`config.mk`:
```
export PLATFORM = sky130hd
export DESIGN_NAME = lbop_ctrl
export DESIGN_NICKNAME = d
export VERILOG_FILES = /design/src/hw/rtl/lbop_pkg.sv /design/src/hw/rtl/lbop_ctrl.sv
export VERILOG_INCLUDE_DIRS = /design/src /design/src/hw/rtl
export SDC_FILE = /design/constraint.sdc
export NUM_CORES = 1
export LEC_CHECK = 0
export BUFFER_PORTS_ARGS = -buffer_cell sky130_fd_sc_hd__buf_2
export CAP_MARGIN = 5
export CELL_PAD_IN_SITES_DETAIL_PLACEMENT = 0
export CELL_PAD_IN_SITES_GLOBAL_PLACEMENT = 2
export CORE_ASPECT_RATIO = 1.1
export CORE_MARGIN = 1.5
export CORE_UTILIZATION = 28
export CTS_CLUSTER_DIAMETER = 40
export DETAILED_ROUTE_END_ITERATION = 6
export PLACE_DENSITY_LB_ADDON = 0.1
export SYNTH_ARGS = -nofsm -noshare
export SYNTH_HDL_FRONTEND = slang
export SYNTH_SLANG_ARGS = --single-unit
export TNS_END_PERCENT = 30
```
`constraint.sdc`:
```
create_clock -name clk -period 6.87 [get_ports clk]
set_input_delay 1.374 -clock clk [delete_from_list [all_inputs] [get_ports clk]]
set_output_delay 1.374 -clock clk [all_outputs]
set_load 0.02 [all_outputs]
```
`src/hw/rtl/layer_blit_overlap_planner_defines.svh`:
```
// Assertion macros for the blit overlap planner.
// Define NO_ASSERTIONS to compile them out.
`ifndef LAYER_BLIT_OVERLAP_PLANNER_DEFINES_SVH
`define LAYER_BLIT_OVERLAP_PLANNER_DEFINES_SVH
`ifndef NO_ASSERTIONS
`define LBOP_ASSERT(label, clk, rst_n, prop, msg) \
  label: assert property (@(posedge clk) disable iff (!rst_n) prop) else $error(msg);
`define LBOP_ASSERT_NR(label, clk, prop, msg) \
  label: assert property (@(posedge clk) prop) else $error(msg);
`else
`define LBOP_ASSERT(label, clk, rst_n, prop, msg)
`define LBOP_ASSERT_NR(label, clk, prop, msg)
`endif
`endif

```
`src/hw/rtl/lbop_pkg.sv`:
```
// Shared types and constants for the blit overlap planner.
// Used by the interfaces, the controller, the datapath and the top level.
package lbop_pkg;
  localparam int LIST_DEPTH = 64;
  localparam int IDX_W = $clog2(LIST_DEPTH);
  localparam int CNT_W = $clog2(LIST_DEPTH + 1);
  localparam int COORD_BITS = 16;

  typedef enum logic [1:0] {
    MODE_START = 2'd0,
    MODE_ADD_SRC = 2'd1,
    MODE_ADD_DST = 2'd2,
    MODE_RUN = 2'd3
  } mode_t;

  typedef struct packed {
    logic [15:0] x0;
    logic [15:0] y0;
    logic [15:0] x1;
    logic [15:0] y1;
  } rect_t;

  typedef struct packed {
    logic [7:0] bm;
    rect_t r;
  } entry_t;

  typedef struct packed {
    logic [1:0] mode;
    logic signed [15:0] delta_x;
    logic signed [15:0] delta_y;
    logic [7:0] bitmap_id;
    logic signed [15:0] x0;
    logic signed [15:0] y0;
    logic signed [15:0] x1;
    logic signed [15:0] y1;
    logic [5:0] source_index;
  } in_item_t;

  typedef struct packed {
    logic valid_res;
    logic [7:0] src_bitmap;
    logic signed [15:0] src_x0;
    logic signed [15:0] src_y0;
    logic signed [15:0] src_x1;
    logic signed [15:0] src_y1;
    logic [7:0] dst_bitmap;
    logic signed [15:0] dst_x;
    logic signed [15:0] dst_y;
    logic last;
  } out_item_t;

  // Commands from the controller to the datapath.
  typedef struct packed {
    logic load_item;   // capture the input beat
    logic start;       // latch displacement
    logic rd;          // read the list at rd_addr (registered)
    logic sel_dst;     // which list rd/wr address
    logic [IDX_W-1:0] rd_addr;
    logic cmp;         // evaluate ordering on the read data
    logic wr_shift;    // write read data one place up
    logic wr_new;      // write the new piece
    logic [IDX_W-1:0] wr_addr;
    logic load_src;    // capture the read data as the run source
    logic emit;        // form a result from the read data into the out stage
    logic emit_last;
  } dp_cmd_t;

  typedef struct packed {
    logic ahead;       // read entry stays ahead of the new piece
  } dp_stat_t;

  // Sign extension of a COORD_BITS field to 16 bits.
  function automatic logic [15:0] cx(input logic [15:0] v);
    logic [15:0] m;
    m = v;
    if (COORD_BITS < 16) begin
      for (int i = 0; i < 16; i++) begin
        if (i >= COORD_BITS) m[i] = v[COORD_BITS-1];
      end
    end
    return m;
  endfunction
endpackage

```
`src/hw/rtl/lbop_ctrl.sv`:
```
// Controller of the planner: sequences insertion scans, shifts and run walks.
// Depends on lbop_pkg and the assertion macros header.
`include "layer_blit_overlap_planner_defines.svh"
module lbop_ctrl (
  input  logic clk,
  input  logic rst_n,
  input  logic in_valid,
  output logic in_ready,
  input  lbop_pkg::in_item_t item,
  input  lbop_pkg::dp_stat_t stat,
  input  logic res_valid,
  input  logic res_ready,
  output lbop_pkg::dp_cmd_t cmd
);
  typedef enum logic [7:0] {
    S_IDLE  = 8'b00000001,
    S_DEC   = 8'b00000010,
    S_SCAN  = 8'b00000100,
    S_CMP   = 8'b00001000,
    S_SHIFT = 8'b00010000,
    S_INS   = 8'b00100000,
    S_RSRC  = 8'b01000000,
    S_RUN   = 8'b10000000
  } state_t;

  state_t state_r, state_nxt;
  logic [lbop_pkg::CNT_W-1:0] src_cnt_r, src_cnt_nxt, dst_cnt_r, dst_cnt_nxt;
  logic [lbop_pkg::CNT_W-1:0] ptr_r, ptr_nxt;
  logic [1:0] mode_r, mode_nxt;
  logic [5:0] sidx_r, sidx_nxt;
  logic rd_pend_r, rd_pend_nxt;
  logic [lbop_pkg::CNT_W-1:0] cnt_sel;

  assign cnt_sel = (mode_r == lbop_pkg::MODE_ADD_DST) ? dst_cnt_r : src_cnt_r;
  assign in_ready = (state_r == S_IDLE);

  always_ff @(posedge clk) begin
    if (!rst_n) begin
      state_r <= S_IDLE;
      src_cnt_r <= '0;
      dst_cnt_r <= '0;
      ptr_r <= '0;
      mode_r <= '0;
      sidx_r <= '0;
      rd_pend_r <= 1'b0;
    end else begin
      state_r <= state_nxt;
      src_cnt_r <= src_cnt_nxt;
      dst_cnt_r <= dst_cnt_nxt;
      ptr_r <= ptr_nxt;
      mode_r <= mode_nxt;
      sidx_r <= sidx_nxt;
      rd_pend_r <= rd_pend_nxt;
    end
  end

  // Insertion: scan forward from 0 comparing; on the first failure (or the end)
  // shift from the tail down to the slot, then write the new piece.
  // Run: read the source entry, then read each destination entry and emit.
  always_comb begin
    state_nxt = state_r;
    src_cnt_nxt = src_cnt_r;
    dst_cnt_nxt = dst_cnt_r;
    ptr_nxt = ptr_r;
    mode_nxt = mode_r;
    sidx_nxt = sidx_r;
    rd_pend_nxt = 1'b0;
    cmd = '0;
    cmd.sel_dst = (mode_r == lbop_pkg::MODE_ADD_DST) || (mode_r == lbop_pkg::MODE_RUN);
    unique case (state_r)
      S_IDLE: begin
        if (in_valid) begin
          cmd.load_item = 1'b1;
          mode_nxt = item.mode;
          sidx_nxt = item.source_index;
          state_nxt = S_DEC;
        end
      end
      S_DEC: begin
        ptr_nxt = '0;
        unique case (mode_r)
          lbop_pkg::MODE_START: begin
            cmd.start = 1'b1;
            src_cnt_nxt = '0;
            dst_cnt_nxt = '0;
            state_nxt = S_IDLE;
          end
          lbop_pkg::MODE_ADD_SRC, lbop_pkg::MODE_ADD_DST: begin
            if (cnt_sel == lbop_pkg::CNT_W'(lbop_pkg::LIST_DEPTH)) state_nxt = S_IDLE;
            else state_nxt = S_SCAN;
          end
          default: begin
            if ({1'b0, sidx_r} >= 7'(src_cnt_r) || dst_cnt_r == '0) state_nxt = S_IDLE;
            else begin
              cmd.rd = 1'b1;
              cmd.rd_addr = sidx_r[lbop_pkg::IDX_W-1:0];
              state_nxt = S_RSRC;
            end
          end
        endcase
      end
      S_SCAN: begin
        if (ptr_r == cnt_sel) begin
          state_nxt = S_INS;
        end else begin
          cmd.rd = 1'b1;
          cmd.rd_addr = ptr_r[lbop_pkg::IDX_W-1:0];
          state_nxt = S_CMP;
        end
      end
      S_CMP: begin
        // Read data is present now; compare registers the verdict.
        cmd.cmp = 1'b1;
        rd_pend_nxt = 1'b1;
        state_nxt = S_SHIFT;
      end
      S_SHIFT: begin
        if (rd_pend_r) begin
          if (stat.ahead) begin
            ptr_nxt = ptr_r + 1'b1;
            state_nxt = S_SCAN;
          end else begin
            // Slot found at ptr_r; shift from the tail with a fresh counter.
            mode_nxt = mode_r;
            sidx_nxt = 6'(cnt_sel);
            state_nxt = (cnt_sel == ptr_r) ? S_INS : S_SHIFT;
            if (cnt_sel != ptr_r) begin
              cmd.rd = 1'b1;
              cmd.rd_addr = lbop_pkg::IDX_W'(cnt_sel - 1'b1);
            end
          end
        end else begin
          // Read data of entry sidx-1 is present; write it to sidx.
          cmd.wr_shift = 1'b1;
          cmd.wr_addr = sidx_r[lbop_pkg::IDX_W-1:0];
          sidx_nxt = sidx_r - 1'b1;
          if (7'(sidx_r) - 7'd1 == 7'(ptr_r)) begin
            state_nxt = S_INS;
          end else begin
            cmd.rd = 1'b1;
            cmd.rd_addr = lbop_pkg::IDX_W'(sidx_r - 6'd2);
          end
        end
      end
      S_INS: begin
        cmd.wr_new = 1'b1;
        cmd.wr_addr = ptr_r[lbop_pkg::IDX_W-1:0];
        if (mode_r == lbop_pkg::MODE_ADD_DST) dst_cnt_nxt = dst_cnt_r + 1'b1;
        else src_cnt_nxt = src_cnt_r + 1'b1;
        state_nxt = S_IDLE;
      end
      S_RSRC: begin
        cmd.load_src = 1'b1;
        cmd.rd = 1'b1;
        cmd.rd_addr = '0;
        ptr_nxt = '0;
        rd_pend_nxt = 1'b1;
        state_nxt = S_RUN;
      end
      S_RUN: begin
        rd_pend_nxt = rd_pend_r;
        if (!res_valid || res_ready) begin
          cmd.emit = 1'b1;
          cmd.emit_last = (ptr_r + 1'b1 == dst_cnt_r);
          if (ptr_r + 1'b1 == dst_cnt_r) begin
            state_nxt = S_IDLE;
          end else begin
            ptr_nxt = ptr_r + 1'b1;
            cmd.rd = 1'b1;
            cmd.rd_addr = lbop_pkg::IDX_W'(ptr_r + 1'b1);
          end
        end
      end
      default: state_nxt = S_IDLE;
    endcase
  end

  `LBOP_ASSERT(a_src_bound, clk, rst_n, src_cnt_r <= lbop_pkg::CNT_W'(lbop_pkg::LIST_DEPTH), "source count overflow")
  `LBOP_ASSERT(a_dst_bound, clk, rst_n, dst_cnt_r <= lbop_pkg::CNT_W'(lbop_pkg::LIST_DEPTH), "destination count overflow")
  `LBOP_ASSERT(a_run_ptr, clk, rst_n, (state_r == S_RUN) |-> (ptr_r < dst_cnt_r), "run past list end")
  `LBOP_ASSERT_NR(a_reset, clk, !rst_n |=> (state_r == S_IDLE), "not idle after reset")
endmodule

```
======== Word-level counts from Yosys, hierarchy flattened ========
Index checks and enable logic that the tools add are counted.
Widths: inputs -> output; s select.
storage, ports and cells
  register bits after elaboration ......... 38
  input bits .............................. 118
  output and inout port bits .............. 23
  word-level logic and storage cells ...... 123
operators by class
  add/sub/neg operators ................... 7
  magnitude comparators ................... 1
  equality and inequality tests ........... 28
  multiplexer cells ....................... 61
  reductions and logical operators ........ 19
operators by type and width
  cell                 number
  $mux 6               16
  $mux 7               9
  $pmux 8 s7           1
  $mux 8               5
  $eq 7x7->1           4
  $pmux 7 s2           2
  $pmux 6 s2           2
  $pmux 6 s4           1
  $add 7x1->7 const B  3
  $pmux 7 s3           1
  $mux 1               18
  $ne 2x2->1 const B   8
  $pmux 8 s2           1
  $sub 6x1->6 const B  2
  $reduce_and 3->1     3
  $eq 8x1->1 const B   1
  $eq 8x2->1 const B   1
  $eq 8x3->1 const B   1
  $eq 8x4->1 const B   1
  $eq 8x5->1 const B   1
  $eq 8x6->1 const B   1
  $eq 8x7->1 const B   1
  $eq 8x8->1 const B   1
  $eq 7x7->1 const B   1
  other kinds (23)     31

======== Logic depth before layout (Yosys ltp) ========
Gate-level depths: netlist (run 1).
  depth in word-level cells ............... 7
  mapped depth ............................ 11
  depth with buffers taken out ............ 10

======== Least setup slack after synthesis (run 1) ========
OpenSTA, ideal clock, no wires.
  path kind ............................... input -> output
  start ................................... in res_valid
  end ..................................... out cmd[14] (netlist name)
  arrival ................................. 2.652 ns
  required time ........................... 5.496 ns
  path slack .............................. 2.844 ns
  stages on the path ...................... 7
  path buffers ............................ 1
  cells stage by stage .................... nor2b_1 -> nand2b_1 -> inv_1 -> and2_1 -> clkbuf_1 -> inv_1 -> o221ai_1
RTL lines
  item                RTL line         RTL
  start: declaration  lbop_ctrl.sv:11  input logic res_valid,
  end: declaration    lbop_ctrl.sv:13  output lbop_pkg::dp_cmd_t cmd

==> reports/results.ini, run 1 <==
[outcome]
outcome=finished clean

[cells_and_area]
fin_area_sq_um=3610
nets=566
layout_common_cells=nor2_1, dfxtp_1, nand2_1, buf_2, xnor2_1
final_layout_size_suffix_gt1_share_pct=14.0
area_growth_pct=12.7
diodes=0
final_common_cell=nor2_1

[global_routing]
antenna_found_initial=0
grt_max_degree=18
globalRouteOverflowTotal=0
track_usage_pct=18.9
grt_pass1_wl_um=17200
first_global_vias=2987

[clock_tree]
cts_buffers=5
cts_root_buffer=clkbuf_16
cts.htree.levels=2
insertion_delay_ns=0.30
cts_buffer_depth=2
clkTransAtPathRegs_ns=0.06
cts.sinks=38
tritoncts=done
postCtsHoldBufs=0
post-cts-setup-buffers=0
cts-resized-gates=0

[power_and_ir_drop]
power_density_nw_per_um2=162
irDropWorstVdd_v=0.0000768
power_leakage_nw=1.40
p_seq_share_pct=41.6
clockPowerShare_pct=38.9
p_sw_share_pct=30.7
combPwrFrac_pct=19.6
p_int_mw=0.405
switching_power_mw=0.179

[setup_path]
required_ns=5.50
cp_max_fo=17
cp_top_family=simple AND/OR/NAND/NOR gates
worstPathArrival_ns=3.51
critPathBufInv=2
path_cells=inv_1 > ha_1 > mux2i_1 > xnor2_1 > nor4_1 > nand4_1 > nor2b_1 > a222oi_1 > nand2_1 > buf_2
slowest_stage=ha_1
critPathLaunchType=flip-flop
criticalPathCategory=flip-flop to primary output
cpPeakStageDelay_ns=0.66
critPathCaptureType=primary output

[sta]
final-hold-violation-count=0
rsz0062_at_grt=false
fin_tns_setup_ns=0
period_minus_slack_ns=4.89
fin_worst_skew_ns=0.00538
fmax_mhz=205
period_share_pct=71.1
finalSetupViolCount=0
max_slew.worst_pin.slew_ns=0.827
slew_violations=0
maxSlewHeadroom_pct=44.8
worst_hold_slack_ns=0.501

[synthesis]
yosys_warnings=0
synth_fp_nets=546
ys_ff_latch=38
syn_inst=410
syn_avg_cell_area_sq_um=7.82
async_flop_share_pct=0
yosysSeqAreaShare_pct=23.7
synth_edf_count=0
ys_types=66
synth_ff_type=dfxtp_1
synth_area_sq_um=3210

[job]
max_cap_viol_count=0

[route]
drt-total-wl_um=10800
drc=0
first_pass_iters=4
vias=3001
final_antenna_net_count=0
viasPerCell=5.20
wire_per_inst_um=18.7
drt_iter0_markers=187

[placed_design]
dpl_cell_area_sq_um=3480
post-dp-hpwl_um=8370
portBuffers=36
routabilityCongestion=0.853

[floorplanning]
start_util_pct=29.0
dieArea_sq_um=12100
fp.dieW_um=105
core_area_sq_um=11100
rows=40
io_pins=141
die_h_um=115

[hold_path]
min_path_type=flip-flop to flip-flop

==> stage by stage <==
stage / total power, mW / worst slack, ns / std cells / utilization [%]
floorplan: 0.327 / 2.84 / 410 / -
global placement: 0.362 / 2.26 / 570 / 31.5
detailed placement: 0.362 / 2.32 / 570 / 31.5
CTS: 0.594 / 2.00 / 577 / 32.7
global route: 0.615 / 1.73 / 577 / 32.7
finish: 0.585 / 1.98 / 577 / 32.7
==> power by group through the flow <==
stage	Clock, mW	Sequential, mW	Combinational (mW)
after floorplan	0	0.237	0.0906
after global routing	0.241	0.244	0.129
after detailed placement	0	0.248	0.115
after CTS	0.236	0.243	0.115
after global placement	0	0.248	0.114
final	0.227	0.243	0.114
==> state kept, by name (all words and copies together), names as in the netlist <==
name       cells
dst_cnt_r      7
mode_r         2
src_cnt_r      7
sidx_r         6
state_r        8
rd_pend_r      1
ptr_r          7
==> cell type report <==
type	instances	area (sq um)
Fill cell	1217	7450
Timing Repair Buffer	38	195
Clock buffer	5	125
Multi-Input combinational cell	323	2250
Tap cell	147	184
Clock inverter	2	10.0
Inverter	24	90.1
Sequential cell	38	761
==> layer usage <==
metal,track usage (%),vias up,share of wire [%]
met2,32.6,62,47
met3,3.57,8,4.3
met4,6.39,0,1.4
met5,0,-,0
li1,-,1496,-
met1,23.8,1435,47
==> worst paths after layout <==
path | start | endpoint | slack [ns] | cells past startpoint
setup / recovery | mode_r[0]$_SDFFE_PN0P_ | cmd[15] | 1.98 | 10
hold / removal | mode_r[0]$_SDFFE_PN0P_ | mode_r[0]$_SDFFE_PN0P_ | 0.50 | 2
setup reg to reg | mode_r[0]$_SDFFE_PN0P_ | state_r[4]$_SDFFE_PN0P_ | 3.80 | 9
hold reg to reg | mode_r[0]$_SDFFE_PN0P_ | mode_r[0]$_SDFFE_PN0P_ | 0.50 | 2
==> cell usage after synthesis, types with 4 or more instances <==
cell type | count | area [sq um]
clkbuf_1 | 16 | 60.1
a22oi_1 | 5 | 37.5
nor3b_1 | 4 | 30.0
buf_2 | 4 | 20.0
and3_1 | 7 | 43.8
o211ai_1 | 8 | 60.1
mux2i_1 | 16 | 160
nand3_1 | 12 | 60.1
xnor2_1 | 25 | 219
xor2_1 | 15 | 131
and2_1 | 5 | 31.3
a22o_1 | 8 | 70.1
nor2b_1 | 5 | 31.3
a211oi_1 | 7 | 52.6
dfxtp_1 | 38 | 761
nor2_1 | 40 | 150
ha_1 | 18 | 225
o21ai_0 | 17 | 85.1
a21oi_1 | 20 | 100
nand2b_1 | 5 | 31.3
inv_1 | 24 | 90.1
nor3_1 | 8 | 40.0
nand2_1 | 36 | 135
or3_1 | 6 | 37.5
==> worst register-to-register path, delay by kind of cell (launching register included) <==
kind / cells / cell delay [ns]
XOR/XNOR: 1 / 0.11
flip-flops: 1 / 0.34
buffers and inverters: 1 / 0.09
AO/OA/AOI/OAI: 1 / 0.09
AND/OR/NAND/NOR: 4 / 1.10
multiplexers: 1 / 0.57
adder cells (fa/ha/maj): 1 / 0.66
==> cells by family after synthesis <==
logic type,Yosys count,synth area share [%]
AOI/OAI and AO/OA,89,19.4
buffers and inverters,49,6.16
DFF,38,23.7
adders and majority gates,18,7.02
and+or+nand+nor,159,27.1
xor gates and xnor gates,41,11.7
muxes,16,4.99
No activity file was read; power rests on OpenSTA's default activity.
==> inputs of run 2 (changes only) <==
--- a/config.mk
+++ b/config.mk
@@ -12,7 +12,7 @@
 export CELL_PAD_IN_SITES_GLOBAL_PLACEMENT = 2
 export CORE_ASPECT_RATIO = 1.1
 export CORE_MARGIN = 1.5
-export CORE_UTILIZATION = 28
+export CORE_UTILIZATION = 26
 export CTS_CLUSTER_DIAMETER = 40
 export DETAILED_ROUTE_END_ITERATION = 6
 export PLACE_DENSITY_LB_ADDON = 0.1
==> constraint.sdc (replaced) <==
create_clock -name clk -period 4.5 [get_ports clk]
set_input_delay 0.9 -clock clk [delete_from_list [all_inputs] [get_ports clk]]
set_output_delay 0.9 -clock clk [all_outputs]
set_load 0.02 [all_outputs]
==> run 2 against run 1 <==
- core utilization fell by 1.6 points
- critical endpoint unchanged
- sequential share of layout area decreased by 0.73 points
- setup slack worse by 1.7 ns
==> reports/results.ini, run 2 (same netlist as run 1, synthesis figures left out) <==
[power_and_ir_drop]
p_seq_share_pct=38.1  ; was 41.6%
p_int_mw=0.675  ; was 0.405 mW
clockPowerShare_pct=42.0  ; was 38.9%
power_leakage_nw=1.48  ; was 1.40 nW
p_sw_share_pct=29.0  ; was 30.7%
irDropWorstVdd_v=0.000146  ; was 0.0000768 V
power_density_nw_per_um2=254  ; was 162 nW/um^2
switching_power_mw=0.276  ; was 0.179 mW
combPwrFrac_pct=19.9  ; was 19.6%

[sta]
max_slew.worst_pin.slew_ns=0.707  ; was 0.827 ns
fin_tns_setup_ns=0  ; unchanged
fin_worst_skew_ns=0.00347  ; was 0.00538 ns
finalSetupViolCount=0  ; unchanged
slew_violations=0  ; unchanged
fmax_mhz=236
final-hold-violation-count=0  ; unchanged
period_share_pct=94.0
rsz0062_at_grt=false  ; unchanged
maxSlewHeadroom_pct=52.8  ; was 44.8%
period_minus_slack_ns=4.23

[setup_path]
worstPathArrival_ns=3.33  ; was 3.51 ns
required_ns=3.60  ; was 5.50 ns
worstSetupEndpoint=cmd[15]  ; unchanged
criticalPathCategory=flip-flop to primary output  ; unchanged
worst-r2r-cell-count=8  ; was 9
reg2reg_from=mode_r[1]$_SDFFE_PN0P_  ; was mode_r[0]$_SDFFE_PN0P_
critPathLaunchType=flip-flop  ; unchanged
r2r_slack_ns=1.57  ; was 3.80 ns
critPathCaptureType=primary output  ; unchanged
r2r_end=state_r[4]$_SDFFE_PN0P_  ; unchanged
crit_start=mode_r[1]$_SDFFE_PN0P_  ; was mode_r[0]$_SDFFE_PN0P_
cp_max_fo=13  ; was 17

[floorplanning]
start_util_pct=26.7  ; was 29.0%
dieArea_sq_um=13000  ; was 12100 sq um
io_pins=141  ; unchanged
fp.dieW_um=109  ; was 105 um
die_h_um=120  ; was 115 um
core_area_sq_um=12000  ; was 11100 sq um
rows=42  ; was 40

[cells_and_area]
area_growth_pct=16.7  ; was 12.7%
final_common_cell=nor2_1  ; unchanged
diodes=0  ; unchanged
top_register=state_r  ; unchanged
final_layout_size_suffix_gt1_share_pct=16.5  ; was 14.0%
fin_area_sq_um=3740  ; was 3610 sq um
largest_reg_flops=8  ; unchanged
nets=578  ; was 566
layout_common_cells=nor2_1, dfxtp_1, nand2_1, buf_2, xnor2_1  ; unchanged

[clock_tree]
cts.htree.levels=2  ; unchanged
insertion_delay_ns=0.29  ; was 0.30 ns
postCtsHoldBufs=0  ; unchanged
cts_buffers=5  ; unchanged
tritoncts=done  ; unchanged
cts_root_buffer=clkbuf_16  ; unchanged
post-cts-setup-buffers=0  ; unchanged
clkTransAtPathRegs_ns=0.06  ; about the same
cts_buffer_depth=2  ; unchanged
cts-resized-gates=0  ; unchanged
cts.sinks=38  ; unchanged

[global_routing]
globalRouteOverflowTotal=0  ; unchanged
grt_pass1_wl_um=17700  ; was 17200 um
grt_max_degree=21  ; was 18
antenna_found_initial=0  ; unchanged
first_global_vias=2957  ; was 2987
track_usage_pct=18.5  ; was 18.9%

[route]
drt-total-wl_um=11400  ; was 10800 um
viasPerCell=5.08  ; was 5.20
drt_iter0_markers=134  ; was 187
final_antenna_net_count=0  ; unchanged
wire_per_inst_um=19.1  ; was 18.7 um
first_pass_iters=4  ; unchanged
vias=3033  ; was 3001
drc=0  ; unchanged

[outcome]
outcome=finished clean  ; unchanged

[placed_design]
post-dp-hpwl_um=8890  ; was 8370 um
portBuffers=36  ; unchanged
routabilityCongestion=0.839  ; was 0.853
dpl_cell_area_sq_um=3580  ; was 3480 sq um

[hold_path]
min_path_type=flip-flop to flip-flop  ; unchanged

[job]
max_cap_viol_count=0  ; unchanged

run 2: cell count changes in the layout (fill, tap and decap cells not counted), sizes merged:
cell	delta
buf	+12
clkbuf	+3
clkinv	-2
run 2: metrics by stage:
step	std cells	utilization [%]	setup slack [ns]	hold slack [ns]	total power, mW
after floorplan	410	-	1.06	0.470	0.500
after global placement	589	29.7	0.667	0.495	0.561
after detailed placement	589	29.7	0.657	0.501	0.562
after CTS	597	31.1	0.339	0.510	0.970
after global routing	597	31.1	0.0240	0.540	1.00
final	597	31.1	0.268	0.504	0.951
run 2: worst min-delay path by stage:
stage,cells past startpoint,start,to,slack [ns]
after floorplan,2,mode_r[0]$_SDFFE_PN0P_,mode_r[0]$_SDFFE_PN0P_,0.47
after global placement,2,mode_r[0]$_SDFFE_PN0P_,mode_r[0]$_SDFFE_PN0P_,0.49
after detailed placement,2,mode_r[0]$_SDFFE_PN0P_,mode_r[0]$_SDFFE_PN0P_,0.50
after global routing,2,mode_r[0]$_SDFFE_PN0P_,mode_r[0]$_SDFFE_PN0P_,0.54
final,2,mode_r[0]$_SDFFE_PN0P_,mode_r[0]$_SDFFE_PN0P_,0.50
after CTS,2,mode_r[0]$_SDFFE_PN0P_,mode_r[0]$_SDFFE_PN0P_,0.51
run 2: cell type report:
type / count / area (sq um)
flip-flops and latches: 38 / 761
clock buffers: 8 / 166
fillers: 1307 / 8290
well taps: 154 / 193
multi-input cells: 323 / 2250
repair buffers: 50 / 285
inverters: 24 / 90.1
run 2: power groups by stage:
stage	logic, mW	clock network [mW]	registers (mW)
3_3_place_gp	0.191	0	0.370
4_1_cts	0.192	0.415	0.363
3_5_place_dp	0.191	0	0.370
6_report	0.189	0.399	0.363
5_1_grt	0.213	0.424	0.365
2_1_floorplan	0.138	0	0.362
run 2: critical path, stage by stage, from the launching register on:
cell	delay (ns)
dfxtp_1	0.40
ha_1	0.58
mux2i_1	0.54
xnor2_1	0.12
nor4_1	0.34
nand4_1	0.28
nor2b_1	0.23
a222oi_1	0.26
nand2_1	0.12
buf_2	0.18
run 2: layer usage:
metal / GRT usage [%] / part of all wire, % / up-vias
li1: - / - / 1519
met1: 24.5 / 47 / 1456
met2: 31.1 / 49 / 47
met4: 5.18 / 1.5 / 0
met5: 0 / 0 / -
met3: 2.50 / 2.9 / 11
